### src/rtl/tdg_pkg.sv
// ----------------------------------------------------------------------------
// Trace dependency graph package
// Shared widths, register index codes and the request, response,
// configuration and dependency row structs of the dependency graph builder.
// ----------------------------------------------------------------------------
package tdg_pkg;

    // Defaults for the top level parameters
    localparam int WORD_MAX_DEF  = 64;
    localparam int ALPHABET_DEF  = 8;
    localparam int VARIABLES_DEF = 16;

    // Fixed field widths
    localparam int LETTER_W    = 3;
    localparam int LETTER_CNT  = 1 << LETTER_W;
    localparam int COUNT_W     = 4;
    localparam int VAR_W       = 4;
    localparam int MASK_W      = 16;
    localparam int POS_W       = 6;
    localparam int PRED_W      = 64;
    localparam int CFG_INDEX_W = 2;
    localparam int CFG_DATA_W  = 64;
    localparam int WVARS_W     = VAR_W * LETTER_CNT;

    // Configuration register indexes
    typedef enum logic [CFG_INDEX_W-1:0] {
        CFG_ACTION_COUNT    = 2'd0,
        CFG_WRITTEN_VARS    = 2'd1,
        CFG_READ_MASKS_LOW  = 2'd2,
        CFG_READ_MASKS_HIGH = 2'd3
    } t_cfg_index;

    // Configuration register file
    typedef struct packed {
        logic [COUNT_W-1:0]    action_count;
        logic [WVARS_W-1:0]    written_vars;
        logic [CFG_DATA_W-1:0] read_masks_low;
        logic [CFG_DATA_W-1:0] read_masks_high;
    } t_cfg;

    // One input request
    typedef struct packed {
        logic [LETTER_W-1:0] letter;
        logic                new_word;
    } t_req;

    // One response
    typedef struct packed {
        logic [POS_W-1:0]    position;
        logic [LETTER_W-1:0] letter_echo;
        logic                known;
        logic [PRED_W-1:0]   predecessors;
        logic                overflow;
    } t_rsp;

    // Dependency row of the incoming letter against every action
    typedef struct packed {
        logic                  known;
        logic [LETTER_CNT-1:0] row;
    } t_dep;

endpackage

### src/rtl/trace_dependency_graph_builder.sv
// ----------------------------------------------------------------------------
// Trace dependency graph builder
// Stores the letters of a word in a window and reports, for each new letter,
// its position and the mask of earlier positions it depends on.
//
//   channel   direction  handshake           payload
//   request   in         i_valid / o_stall   i_req  (letter, new_word)
//   response  out        o_valid / i_stall   o_rsp  (position, letter_echo,
//                                                    known, predecessors,
//                                                    overflow)
//   config    in         i_cfg_wr_en         i_cfg_index, i_cfg_wdata
//
// One request per cycle unless a stalled response holds the flow; each request
// passes the request register, then the response register. The window compare
// runs all positions at once against one dependency row, so nothing iterates.
// Reset (synchronous, active low) clears both stage valids, the window fill
// position and the configuration registers; window contents need no clear.
// A stalled response holds the request stage, which then stalls the input.
// ----------------------------------------------------------------------------
module trace_dependency_graph_builder #(
    parameter int WORD_MAX  = tdg_pkg::WORD_MAX_DEF,
    parameter int ALPHABET  = tdg_pkg::ALPHABET_DEF,
    parameter int VARIABLES = tdg_pkg::VARIABLES_DEF
) (
    input  logic                             i_clk,
    input  logic                             i_rst_n,
    // request channel
    input  logic                             i_valid,
    output logic                             o_stall,
    input  tdg_pkg::t_req                    i_req,
    // response channel
    output logic                             o_valid,
    input  logic                             i_stall,
    output tdg_pkg::t_rsp                    o_rsp,
    // configuration write port
    input  logic                             i_cfg_wr_en,
    input  logic [tdg_pkg::CFG_INDEX_W-1:0]  i_cfg_index,
    input  logic [tdg_pkg::CFG_DATA_W-1:0]   i_cfg_wdata
);

    localparam int PW = $clog2(WORD_MAX + 1);
    localparam int IW = $clog2(WORD_MAX);
    localparam logic [PW-1:0] POS_FULL = PW'(WORD_MAX);

    tdg_pkg::t_cfg  r_cfg;
    tdg_pkg::t_req  r_req;
    logic           r_in_valid;
    tdg_pkg::t_rsp  r_rsp;
    tdg_pkg::t_rsp  n_rsp;
    logic           r_out_valid;
    logic [PW-1:0]  r_next_pos;
    logic [PW-1:0]  n_next_pos;
    logic [tdg_pkg::LETTER_W-1:0] r_stored [WORD_MAX];

    tdg_pkg::t_dep              w_dep;
    logic                       w_adv;
    logic                       w_accept;
    logic [PW-1:0]              w_pos;
    logic [tdg_pkg::POS_W:0]    w_pos_ext;
    logic                       w_ovf;
    logic [tdg_pkg::PRED_W-1:0] w_preds;

    // Configuration registers
    always_ff @(posedge i_clk) begin
        if (!i_rst_n) begin
            r_cfg <= '0;
        end else if (i_cfg_wr_en) begin
            case (tdg_pkg::t_cfg_index'(i_cfg_index))
                tdg_pkg::CFG_ACTION_COUNT: begin
                    r_cfg.action_count <= i_cfg_wdata[tdg_pkg::COUNT_W-1:0];
                end
                tdg_pkg::CFG_WRITTEN_VARS: begin
                    r_cfg.written_vars <= i_cfg_wdata[tdg_pkg::WVARS_W-1:0];
                end
                tdg_pkg::CFG_READ_MASKS_LOW: begin
                    r_cfg.read_masks_low <= i_cfg_wdata;
                end
                tdg_pkg::CFG_READ_MASKS_HIGH: begin
                    r_cfg.read_masks_high <= i_cfg_wdata;
                end
                default: begin
                end
            endcase
        end
    end

    // Advance the request stage whenever the response register is free
    assign w_adv    = r_in_valid && (!r_out_valid || !i_stall);
    assign o_stall  = r_in_valid && !w_adv;
    assign w_accept = i_valid && !o_stall;

    // Request register
    always_ff @(posedge i_clk) begin
        if (!i_rst_n) begin
            r_in_valid <= 1'b0;
        end else if (w_accept) begin
            r_in_valid <= 1'b1;
        end else if (w_adv) begin
            r_in_valid <= 1'b0;
        end
    end

    always_ff @(posedge i_clk) begin
        if (w_accept) begin
            r_req <= i_req;
        end
    end

    // Dependency row of the letter in the request stage
    tdg_dep_row #(
        .ALPHABET  (ALPHABET),
        .VARIABLES (VARIABLES)
    ) u_dep_row (
        .i_cfg    (r_cfg),
        .i_letter (r_req.letter),
        .o_dep    (w_dep)
    );

    // Window position of this letter
    assign w_pos     = r_req.new_word ? '0 : r_next_pos;
    assign w_ovf     = (w_pos >= POS_FULL);
    assign w_pos_ext = (tdg_pkg::POS_W + 1)'(w_pos);

    // Compare every stored position below this one against the row
    for (genvar z = 0; z < tdg_pkg::PRED_W; z++) begin : g_pred
        if (z < WORD_MAX) begin : g_live
            assign w_preds[z] = (PW'(z) < w_pos) && w_dep.row[r_stored[z]];
        end else begin : g_none
            assign w_preds[z] = 1'b0;
        end
    end

    // Assemble the response
    always_comb begin
        n_rsp.position     = w_ovf ? '0 : w_pos_ext[tdg_pkg::POS_W-1:0];
        n_rsp.letter_echo  = r_req.letter;
        n_rsp.known        = w_dep.known;
        n_rsp.predecessors = w_ovf ? '0 : w_preds;
        n_rsp.overflow     = w_ovf;
        n_next_pos         = w_ovf ? POS_FULL : w_pos + PW'(1);
    end

    // Window fill position
    always_ff @(posedge i_clk) begin
        if (!i_rst_n) begin
            r_next_pos <= '0;
        end else if (w_adv) begin
            r_next_pos <= n_next_pos;
        end
    end

    // Store the letter unless the window is full
    always_ff @(posedge i_clk) begin
        if (w_adv && !w_ovf) begin
            r_stored[w_pos[IW-1:0]] <= r_req.letter;
        end
    end

    // Response register
    always_ff @(posedge i_clk) begin
        if (!i_rst_n) begin
            r_out_valid <= 1'b0;
        end else if (w_adv) begin
            r_out_valid <= 1'b1;
        end else if (!i_stall) begin
            r_out_valid <= 1'b0;
        end
    end

    always_ff @(posedge i_clk) begin
        if (w_adv) begin
            r_rsp <= n_rsp;
        end
    end

    assign o_valid = r_out_valid;
    assign o_rsp   = r_rsp;

    // Fill position never passes the window end
    a_pos_bound: assert property (@(posedge i_clk) disable iff (!i_rst_n)
        r_next_pos <= POS_FULL)
        else $error("window fill position beyond window");

    // Edges only point back to earlier positions
    a_pred_earlier: assert property (@(posedge i_clk) disable iff (!i_rst_n)
        o_valid |-> ((o_rsp.predecessors >> o_rsp.position) == '0))
        else $error("edge from a position not before this letter");

    // Unknown letters and overflowed letters carry no edges
    a_no_edges: assert property (@(posedge i_clk) disable iff (!i_rst_n)
        (o_valid && (!o_rsp.known || o_rsp.overflow)) |-> (o_rsp.predecessors == '0))
        else $error("edges on an unknown or overflowed letter");

    // An overflow leaves the window marked full
    a_ovf_full: assert property (@(posedge i_clk) disable iff (!i_rst_n)
        (w_adv && w_ovf) |=> (r_next_pos == POS_FULL))
        else $error("overflow did not keep the window full");

endmodule

### src/rtl/tdg_dep_row.sv
// ----------------------------------------------------------------------------
// Trace dependency graph: dependency row
// For one letter, flags every defined action that it depends on: a shared
// written variable, or one action reading what the other writes.
// ----------------------------------------------------------------------------
module tdg_dep_row #(
    parameter int ALPHABET  = tdg_pkg::ALPHABET_DEF,
    parameter int VARIABLES = tdg_pkg::VARIABLES_DEF
) (
    input  tdg_pkg::t_cfg                       i_cfg,
    input  logic [tdg_pkg::LETTER_W-1:0]        i_letter,
    output tdg_pkg::t_dep                       o_dep
);

    localparam logic [tdg_pkg::MASK_W-1:0] VAR_LIM =
        (VARIABLES >= tdg_pkg::MASK_W) ? '1 : tdg_pkg::MASK_W'((1 << VARIABLES) - 1);
    localparam logic [tdg_pkg::COUNT_W-1:0] ALPHA_LIM = tdg_pkg::COUNT_W'(ALPHABET);

    logic [tdg_pkg::VAR_W-1:0]   w_wvar  [tdg_pkg::LETTER_CNT];
    logic [tdg_pkg::MASK_W-1:0]  w_rmask [tdg_pkg::LETTER_CNT];
    logic [tdg_pkg::COUNT_W-1:0] w_count;
    logic [tdg_pkg::VAR_W-1:0]   w_va;
    logic [tdg_pkg::MASK_W-1:0]  w_rma;

    // Unpack per-action written variable and read mask
    always_comb begin
        for (int k = 0; k < tdg_pkg::LETTER_CNT; k++) begin
            w_wvar[k] = i_cfg.written_vars[k*tdg_pkg::VAR_W +: tdg_pkg::VAR_W];
            if (k < tdg_pkg::LETTER_CNT / 2) begin
                w_rmask[k] = i_cfg.read_masks_low[k*tdg_pkg::MASK_W +: tdg_pkg::MASK_W]
                             & VAR_LIM;
            end else begin
                w_rmask[k] = i_cfg.read_masks_high[(k - tdg_pkg::LETTER_CNT/2)
                             * tdg_pkg::MASK_W +: tdg_pkg::MASK_W] & VAR_LIM;
            end
        end
    end

    // Clamp action count to the alphabet size
    assign w_count = (i_cfg.action_count > ALPHA_LIM) ? ALPHA_LIM : i_cfg.action_count;

    assign w_va  = w_wvar[i_letter];
    assign w_rma = w_rmask[i_letter];

    // Build the row; an unknown letter gets an empty row
    always_comb begin
        o_dep.known = {1'b0, i_letter} < w_count;
        for (int b = 0; b < tdg_pkg::LETTER_CNT; b++) begin
            o_dep.row[b] = o_dep.known
                           && (tdg_pkg::COUNT_W'(b) < w_count)
                           && (w_rmask[b][w_va] || w_rma[w_wvar[b]] || (w_va == w_wvar[b]));
        end
    end

endmodule
### config.mk
export PLATFORM = sky130hd
export DESIGN_NAME = trace_dependency_graph_builder
export DESIGN_NICKNAME = d
export VERILOG_FILES = /design/src/rtl/tdg_pkg.sv /design/src/rtl/trace_dependency_graph_builder.sv /design/src/rtl/tdg_dep_row.sv
export SDC_FILE = /design/constraint.sdc
export NUM_CORES = 1
export LEC_CHECK = 0
export BUFFER_PORTS_ARGS = -buffer_cell sky130_fd_sc_hd__buf_2
export CAP_MARGIN = 20
export CORE_MARGIN = 4
export CORE_UTILIZATION = 32
export CTS_CLUSTER_DIAMETER = 30
export CTS_CLUSTER_SIZE = 10
export DETAILED_ROUTE_END_ITERATION = 7
export PLACE_DENSITY = 0.51
export SLEW_MARGIN = 20
export SYNTH_ARGS = -nofsm -noshare
export SYNTH_HDL_FRONTEND = slang
export SYNTH_SLANG_ARGS = --single-unit
### constraint.sdc
create_clock -name i_clk -period 6 [get_ports i_clk]
set_input_delay 0.9 -clock i_clk [delete_from_list [all_inputs] [get_ports i_clk]]
set_output_delay 0.9 -clock i_clk [all_outputs]
set_load 0.005 [all_outputs]
### Word-level counts from Yosys, hierarchy flattened

Memories as Yosys holds them, arrays and structs flattened.
Index checks and enable logic that the tools add are counted.

| storage, ports and cells | value |
|---|---|
| memory bits (writable) | 192 |
| memories | 1 |
| output and inout bits | 77 |
| bits of input ports | 75 |
| register bits after elaboration | 252 |
| logic and storage cells | 465 |

| operators by class | value |
|---|---|
| reductions and logical operators | 112 |
| equal/unequal tests | 12 |
| order comparisons | 149 |
| bitwise operators | 1 |
| muxes and demuxes | 175 |
| $add $sub $neg | 1 |

Memories:

| name | depth | width | read ports | clocked after Yosys merged registers in | wr ports | line | text |
|---|---|---|---|---|---|---|---|
| r_stored | 64 | 3 | 64 | 0 | 1 | trace_dependency_graph_builder.sv:53 | `logic [tdg_pkg::LETTER_W-1:0] r_stored [WORD_MAX];` |

Operators by type and width:

| kind | number |
|---|---|
| less-than comparator 3 x 4 -> 1 bit, second input constant | 64 |
| less-than comparator 6 x 7 -> 1 bit, first input constant | 32 |
| binary-select mux 1 bit (select 3 bit) | 64 |
| less-than comparator 5 x 7 -> 1 bit, first input constant | 16 |
| two-way mux 1 bit | 86 |
| logical AND 1 bit | 84 |
| binary-select mux 1 bit (select 4 bit) | 16 |
| less-than comparator 4 x 7 -> 1 bit, first input constant | 8 |
| binary-select mux 16 bit (select 3 bit) | 1 |
| less-than comparator 4 x 5 -> 1 bit, second input constant | 9 |
| == test 4 bit | 8 |
| two-way mux 16 bit | 2 |
| less-than comparator 3 x 7 -> 1 bit, first input constant | 4 |
| logical OR 1 bit | 17 |
| less-than comparator 3 x 4 -> 1 bit, first input constant | 4 |
| less-than comparator 1 x 7 -> 1 bit, first input constant | 2 |
| less-than comparator 2 x 7 -> 1 bit, first input constant | 2 |
| two-way mux 7 bit | 2 |
| binary-select mux 4 bit (select 3 bit) | 1 |
| two-way mux 4 bit | 3 |
| less-than comparator 1 x 4 -> 1 bit, first input constant | 2 |
| less-than comparator 2 x 4 -> 1 bit, first input constant | 2 |
| AND reduction 2 bit | 4 |
| adder 7 x 1 -> 7 bit, second input constant | 1 |
| 11 further kinds | 16 |

### Depth between registers and ports, before layout

Gate-level depths: netlist of the first run.

| logic depth | value |
|---|---|
| word-level depth | 12 |
| gate-level depth with buffers | 18 |
| gate-level depth less buffers | 11 |

### By module

Synthesis of the first run repeated with hierarchy kept, for this count alone.

| unflattened totals | value |
|---|---|
| cell total of the unflattened synthesis | 2029 |
| area, all modules | 23705.2 sq um |

Modules (own cells, without submodules):

| module | cells an instance | seq. area each (sq um) | area each (sq um) | instances |
|---|---|---|---|---|
| trace_dependency_graph_builder | 1609 | 11511.0 | 19486.2 | 1 |
| tdg_dep_row | 420 | 0.0 | 4219.0 | 1 |

### Worst setup path after synthesis of the first run

OpenSTA, ideal clock, no wires.

| timing path | value |
|---|---|
| path kind | register -> register |
| from | register r_req (netlist bit n_rsp[67]) |
| to | register r_rsp (netlist bit o_rsp[21]), data pin |
| period minus slack after synthesis | 4579 ps |
| library setup time | 270 ps |
| arrival time | 4309 ps |
| data required time | 5730 ps |
| path buffers | 8 |
| slack | 1421 ps |
| stages on the path, launching flop included | 19 |
| cell sequence | edfxtp_1 -> buf_2 -> buf_6 -> buf_6 -> nor2_1 -> a22o_1 -> nor2_2 -> buf_4 -> buf_6 -> mux2i_1 -> o22ai_1 -> or4_1 -> o31ai_2 -> buf_2 -> buf_6 -> buf_6 -> nor2_1 -> a211oi_1 -> nor4_1 |

| between the ends | value |
|---|---|
| longest elaborated chain between the ends | 12 |
| elaborated cells between the ends (all ways) | 83 |
| those cells by class | 1 x order compare; 8 x eq/ne; 40 x mux; 1 x bitwise; 33 x reduce/logical |

Ends and longest elaborated chain:

| what | line | text |
|---|---|---|
| start: declaration | trace_dependency_graph_builder.sv:46 | `tdg_pkg::t_req r_req;` |
| start signal: assignment | trace_dependency_graph_builder.sv:105 | `r_req <= i_req;` |
| inverter 3 -> 4 bit (implied by the code) | tdg_dep_row.sv:42, tdg_dep_row.sv:43 |  |
| binary-select mux 4 bit (select 3 bit) / binary-select mux 16 bit (select 3 bit) (equally long branches) | tdg_dep_row.sv:42, tdg_dep_row.sv:43 |  |
| two-way mux 4 bit (implied by the code) / two-way mux 16 bit (equally long branches) (2 in a row) | tdg_dep_row.sv:42, tdg_dep_row.sv:43 |  |
| binary-select mux 1 bit (select 4 bit) | tdg_dep_row.sv:51 | `&& (w_rmask[b][w_va] \|\| w_rma[w_wvar[b]] \|\| (w_va == w_wvar[b]));` |
| two-way mux 1 bit (implied by the code) | tdg_dep_row.sv:51 |  |
| logical OR 1 bit (2 in a row) | tdg_dep_row.sv:51 |  |
| logical AND 1 bit | tdg_dep_row.sv:51 |  |
| binary-select mux 1 bit (select 3 bit) * | trace_dependency_graph_builder.sv:127 | `assign w_preds[z] = (PW'(z) < w_pos) && w_dep.row[r_stored[z]];` |
| two-way mux 1 bit (implied by the code) * | trace_dependency_graph_builder.sv:127 |  |
| logical AND 1 bit * | trace_dependency_graph_builder.sv:127 |  |
| end signal: assignment | trace_dependency_graph_builder.sv:172 | `r_rsp <= n_rsp;` |
| end: declaration | trace_dependency_graph_builder.sv:48 | `tdg_pkg::t_rsp r_rsp;` |

Mark *: on every way between the ends. The rest lies on a longest branch, timed or not. The select of a mux whose other input is x is not followed.
A chain may end at the register's enable or synchronous reset.

### Worst setup path after layout of the first run

| timing path | value |
|---|---|
| from | register r_req (netlist bit n_rsp[68]) |
| to | register r_rsp (netlist bit o_rsp[28]), data pin |

The elaborated chain is that of the path after synthesis.

==> impl_metrics.csv, run 1 <==
group,metric,value,unit
status,status,"complete, no violations",
synth,ys_ff_latch,441,
setup_path,cpPeakStageDelay,960,ps
synth,synthArstFlopShare,0,
power_and_ir_drop,ir_drop,0.000269,V
clocking,hold_buffers,0,
setup_path,critPathLaunchType,"flop",
setup_path,r2r_cells,11,
timing,period_needed,5780,ps
routing,wl_per_cell,26.2,um
synth,synth_edf_count,268,
final_layout,areaGrowthSynthToFinish,22.2,%
floorplan,rows,101,
timing,drv_slew,0,
synth,yosys-top-cells-area,"edfxtp_1, dfxtp_1, nand2_1",
setup_path,path_cells,"buf_4 > and2_1 > a22oi_1 > nand2_1 > nand2_1 > a211oi_1 > or3_1 > o41a_2 > nand2_1 > o2111ai_1 > nor4bb_1",
synth,ys_types,87,
clocking,post_cts_resized,0,
placed_design,dpl_cell_area,26500,sq um
final_layout,fin_nets,2706,
timing,whs,413,ps
synth,synth_most_common_cell,"nand2_1",
grt,grtUsageTotal,0.231,
synth,syn_nets,2564,
setup_path,r2r-end,"o_rsp[28]",
final_layout,drive_gt1_frac,0.188,
synth,yosys.area.top_type,"edfxtp_1",
clocking,clk_latency,690,ps
routing,vias,21835,
power_and_ir_drop,p_leak,10.3,nW
final_layout,multi_input_area,12200,sq um
timing,setup-tns-final,0,ps
timing,clock_skew,65.8,ps
clocking,root_buffer,"clkbuf_16",
synth,syn_inst,2486,
power_and_ir_drop,power_density,331,nW/um^2
synth,yosysTopAreaCellShare,0.325,
floorplan,coreArea,76300,sq um
run,cap_violations,0,
power_and_ir_drop,power.total,0.0100,W
synth,synth-main-ff-cell,"edfxtp_1",
clocking,cts_tree,"done",
synth,syn_avg_cell_area,9.95,sq um
routing,drt_iter0_markers,2635,
setup_path,cpLargestDelayFamily,"simple AND/OR/NAND/NOR gates",
placed_design,portBuffers,151,
setup_path,cp.required,6390,ps
setup_path,crit_arrival,6180,ps
synth,syn_area,24700,sq um
synth,synth_seq_area_share,0.465,
setup_path,worst_setup_path_end_kind,"flop",
worst_hold_path,hold_depth,1,
grt,grt_antenna_before_repair,1,
final_layout,instances_no_fill,3751,
grt,grt_max_degree,92,
synth,synthTopCellsByCount,"nand2_1, edfxtp_1, nor2_1",
clocking,h-tree-depth,3,
floorplan,ios,152,
setup_path,crit_buf_inv,1,
routing,routed_wl,98.2,mm
timing,fmax,173,MHz
placed_design,gp_congestion,0.993,
final_layout,regArea,11500,sq um
placed_design,dp.cells,3552,
timing,setup_viol,0,
floorplan,dieArea,81800,sq um
final_layout,num-fill-cells,7522,
grt,grt-ovfl-total,0,
timing,hold_viol,0,
worst_hold_path,hp-start,"i_req[0]",
setup_path,cp_max_fo,40,
routing,drcViolationCount,0,
clocking,cts_buffers,104,
timing,tightest_slew,1160,ps
timing,fin_crit_sh,0.964,
setup_path,reg2reg_slack,220,ps
grt,grt_pass1_wl,142,mm
routing,viasPerCell,5.82,
setup_path,cp_slowest_cell,"o41a_2",
timing,maxSlewHeadroom,0.229,
setup_path,crit_top_cell,"nand2_1",
placed_design,post-dp-hpwl,68.6,mm
setup_path,timing.rr.start,"n_rsp[68]",
routing,ant_nets,0,
grt,grt_pass1_vias,20654,
synth,yosysWarnings,0,
worst_hold_path,min_to,"r_req[0]",
timing,rsz0062_at_grt,"no",
clocking,clockBufferDepth,3,
setup_path,path_class,"reg2reg",
clocking,cts_setup_buffers,0,
floorplan,die_x,286,um
floorplan,start_util,0.324,
worst_hold_path,hold_class,"in2reg",
routing,firstDrtPassIters,5,
floorplan,die_y,286,um
clocking,numClockSinks,441,
final_layout,final_area,30200,sq um
clocking,path_clk_slew,50,ps
worst max path at each step:
stage,start,endpoint,slack [ps],depth (start not counted)
floorplan,n_rsp[67],o_rsp[21],1420,18
global placement,n_rsp[66],o_rsp[28],480,11
detailed placement,n_rsp[68],o_rsp[28],460,11
CTS,n_rsp[68],o_rsp[28],430,11
global route,n_rsp[68],o_rsp[28],130,11
finish,n_rsp[68],o_rsp[28],220,11
placed cells by master, fill, tap and decap left out, drive strengths merged, types with 12 or more instances in the layout:
cell	instances
inv	49
mux2	20
a221oi	16
edfxtp	268
clkinv	42
a21boi	163
mux2i	122
nand2b	22
a22oi	40
a2111oi	43
nand3b	20
o22ai	30
clkbuf	126
bufinv	16
or3	12
o2111ai	16
nor3	17
buf	214
dfxtp	173
mux4	72
and3	26
o211ai	18
nand3	72
xnor2	28
nor2	202
a211oi	48
nand2	464
nor4	27
a21oi	72
o21ai	68
nor2b	43
a31oi	17
worst register-to-register path, cell delays in order, from the launching register on:
cell,delay [ps]
edfxtp_1,900
buf_4,310
and2_1,570
a22oi_1,250
nand2_1,650
nand2_1,390
a211oi_1,360
or3_1,310
o41a_2,960
nand2_1,130
o2111ai_1,140
nor4bb_1,530
metrics by stage:
stage               worst slack [ps]  utilization
global placement                 484        0.347
finish                           217        0.396
global route                     127        0.396
floorplan                       1420            -
detailed placement               457        0.347
CTS                              431        0.396
metal layers:
metal	vias up	routed length, um	track usage
li1	9616	-	-
met1	10846	43600	0.333
met2	1184	43200	0.354
met3	189	8510	0.0431
met4	0	2870	0.0687
met5	-	0	0
state kept, by name, summed over array words and instances, names as in the netlist:
name	count
r_in_valid	1
r_next_pos	7
r_cfg	164
n_rsp	3
r_req	1
o_rsp	75
o_valid	1
r_stored	189
cell type report:
| class | count | area share |
|---|---|---|
| repair buffers | 214 | 0.0424 |
| multi-input cells | 1819 | 0.405 |
| clock inverters | 70 | 0.0306 |
| diodes | 3 | 0.000248 |
| clock buffers | 126 | 0.0919 |
| inverters | 48 | 0.00600 |
| flip-flops and latches | 441 | 0.381 |
| well taps | 1030 | 0.0426 |
power by group:
part	leakage (nW)	internal, W	switching, W
combinational	4.71	0.000266	0.000507
sequential	3.84	0.00328	0.0000933
clock	1.76	0.00398	0.00187
total	10.3	0.00753	0.00247
kinds of logic after synthesis:
| logic type | count (synthesis) | share of synthesized area |
|---|---|---|
| xor+xnor | 28 | 0.00991 |
| compound gates | 606 | 0.179 |
| mux | 214 | 0.124 |
| buf+inv | 226 | 0.0432 |
| fa+ha+maj | 3 | 0.00152 |
| other cells | 1 | 0.000152 |
| simple gates | 967 | 0.177 |
| flops | 441 | 0.465 |
Note: power is estimated with default switching activity, not from simulation.
==> run 2: changes to the inputs <==
- CORE_MARGIN: 4 -> 2
- REMOVE_ABC_BUFFERS: not set -> 1
- clock period: 6 -> 5.7 ns (I/O delays scaled with it)
==> run 2 against run 1 <==
- clock power rose by 8.9%
- design area up 1.2%
- power increased by 7.6%
- routed wire length down 3.1%
- clock skew is 21 ps higher
- first-iteration DRC count down 25%
- cell count up 0.85%
- hold slack worse by 62 ps
- maximum frequency is 8.1% higher
- utilization is 0.56 points higher
- largest power group unchanged
==> impl_metrics.csv, run 2 (synthesized netlist as in run 1, its figures left out) <==
group,metric,value,unit
status,status,"complete, no violations",
final_layout,num-fill-cells,7387,
floorplan,dieArea,79500,sq um
setup_path,crit_start,"n_rsp[67]",
grt,grt-ovfl-total,0,
routing,wl_per_cell,25.1,um
clocking,cts_setup_buffers,0,
floorplan,start_util,0.325,
routing,vias,21469,
power_and_ir_drop,switching_share,0.249,
grt,grtUsageTotal,0.235,
power_and_ir_drop,p_leak,10.5,nW
clocking,post_cts_resized,0,
routing,routed_wl,95.1,mm
final_layout,drive_gt1_frac,0.202,
clocking,hold_buffers,0,
final_layout,final_area,30600,sq um
grt,grt_pass1_wl,139,mm
final_layout,layout_common_cells,"nand2_1, edfxtp_1, nor2_1",
final_layout,areaGrowthSynthToFinish,23.7,%
grt,grt_max_degree,95,
placed_design,portBuffers,151,
placed_design,gp_congestion,0.954,
clocking,path_clk_slew,40,ps
floorplan,die_y,282,um
power_and_ir_drop,pwr-share-clk,0.591,
clocking,cts_buffers,108,
clocking,clockBufferDepth,3,
worst_hold_path,hp-start,"i_req[0]",
power_and_ir_drop,combPwrFrac,0.081,
timing,rsz0062_at_grt,"no",
timing,fmax,187,MHz
placed_design,post-dp-hpwl,64.9,mm
run,cap_violations,0,
routing,drt_iter0_markers,1988,
timing,drv_slew,0,
final_layout,fin_nets,2738,
grt,grt_antenna_before_repair,1,
clocking,numClockSinks,441,
power_and_ir_drop,ir_drop,0.000239,V
floorplan,rows,101,
power_and_ir_drop,p_int,0.00808,W
setup_path,timing.rr.start,"n_rsp[67]",
setup_path,path_class,"reg2reg",
final_layout,largest_register_ffs,189,
power_and_ir_drop,power_density,351,nW/um^2
timing,setup_viol,0,
power_and_ir_drop,switchingPower,0.00267,W
routing,viasPerCell,5.68,
setup_path,cp_max_fo,24,
setup_path,crit_arrival,5750,ps
setup_path,worst_setup_path_end_kind,"flop",
setup_path,cp.required,6100,ps
setup_path,critPathLaunchType,"flop",
timing,whs,351,ps
clocking,h-tree-depth,3,
power_and_ir_drop,pwr-share-seq,0.328,
final_layout,n_antenna_cell,0,
routing,firstDrtPassIters,5,
timing,fin_crit_sh,0.939,
floorplan,ios,152,
clocking,clk_latency,690,ps
timing,period_needed,5350,ps
clocking,cts_tree,"done",
routing,ant_nets,0,
final_layout,regArea,11500,sq um
clocking,root_buffer,"clkbuf_16",
worst_hold_path,hold_class,"in2reg",
timing,clock_skew,86.7,ps
timing,maxSlewHeadroom,0.226,
final_layout,multi_input_area,12200,sq um
placed_design,dpl_cell_area,26700,sq um
timing,hold_viol,0,
routing,drcViolationCount,0,
final_layout,layout_commonest_cell,"nand2_1",
timing,tightest_slew,1160,ps
floorplan,die_x,282,um
grt,grt_pass1_vias,21011,
floorplan,coreArea,76200,sq um
run 2: cell types whose count changed in the layout (fill, tap and decap cells not counted), sizes merged:
| cell | previous run | this run |
|---|---|---|
| buf | 214 | 242 |
| bufinv | 16 | 17 |
| clkbuf | 126 | 122 |
| clkinvlp | 11 | 13 |
| diode | 3 | 0 |
| inv | 49 | 57 |
run 2: through the flow:
step                instances  utilization  setup TNS [ps]  setup WS [ps]  total power [W]
finish                   3783        0.401               0            349           0.0108
global route             3783        0.401               0            326           0.0111
CTS                      3783        0.401               0            599           0.0108
detailed placement       3580        0.351               0            565          0.00444
global placement         3580        0.351               0            589          0.00444
floorplan                2308            -         -184560          -3220          0.00401
run 2: path summary, 6_finish.rpt:
path                endpoint  cells past startpoint  slack, ps
setup / recovery    o_rsp[1]                     12        350
setup reg to reg    o_rsp[1]                     12        350
hold reg to reg   r_cfg[117]                      2        480
hold / removal      r_req[0]                      1        350
run 2: cell type report:
class | count | share of cell area
flip-flops and latches | 441 | 0.376
clock inverters | 81 | 0.0337
clock buffers | 122 | 0.0920
inverters | 48 | 0.00597
repair buffers | 242 | 0.0496
multi-input cells | 1819 | 0.400
well taps | 1030 | 0.0421
run 2: power by group through the flow:
| stage | Combinational [W] | Sequential [W] | Clock [W] |
|---|---|---|---|
| global placement | 0.000858 | 0.00358 | 0 |
| global route | 0.000919 | 0.00353 | 0.00663 |
| floorplan | 0.000425 | 0.00358 | 0 |
| detailed placement | 0.000859 | 0.00358 | 0 |
| CTS | 0.000861 | 0.00353 | 0.00643 |
| finish | 0.000866 | 0.00353 | 0.00636 |
run 2: critical path, cell delays in order (launching register included):
cell,delay [ps]
edfxtp_1,390
buf_4,270
and2_1,210
buf_4,200
a22oi_1,930
nand2_1,310
mux4_2,540
mux2i_1,430
a32o_1,380
o21a_2,370
mux2i_1,130
a211o_1,310
o32ai_1,570
run 2: layer usage:
metal  part of all wire  up-vias  routed length, um  track usage
met5                  0        -                  0            0
met4              0.034        0               3250       0.0867
met3              0.058      213               5550       0.0376
met2               0.48      868              45800        0.395
met1               0.43    10727              40500        0.304
li1                   -     9661                  -            -
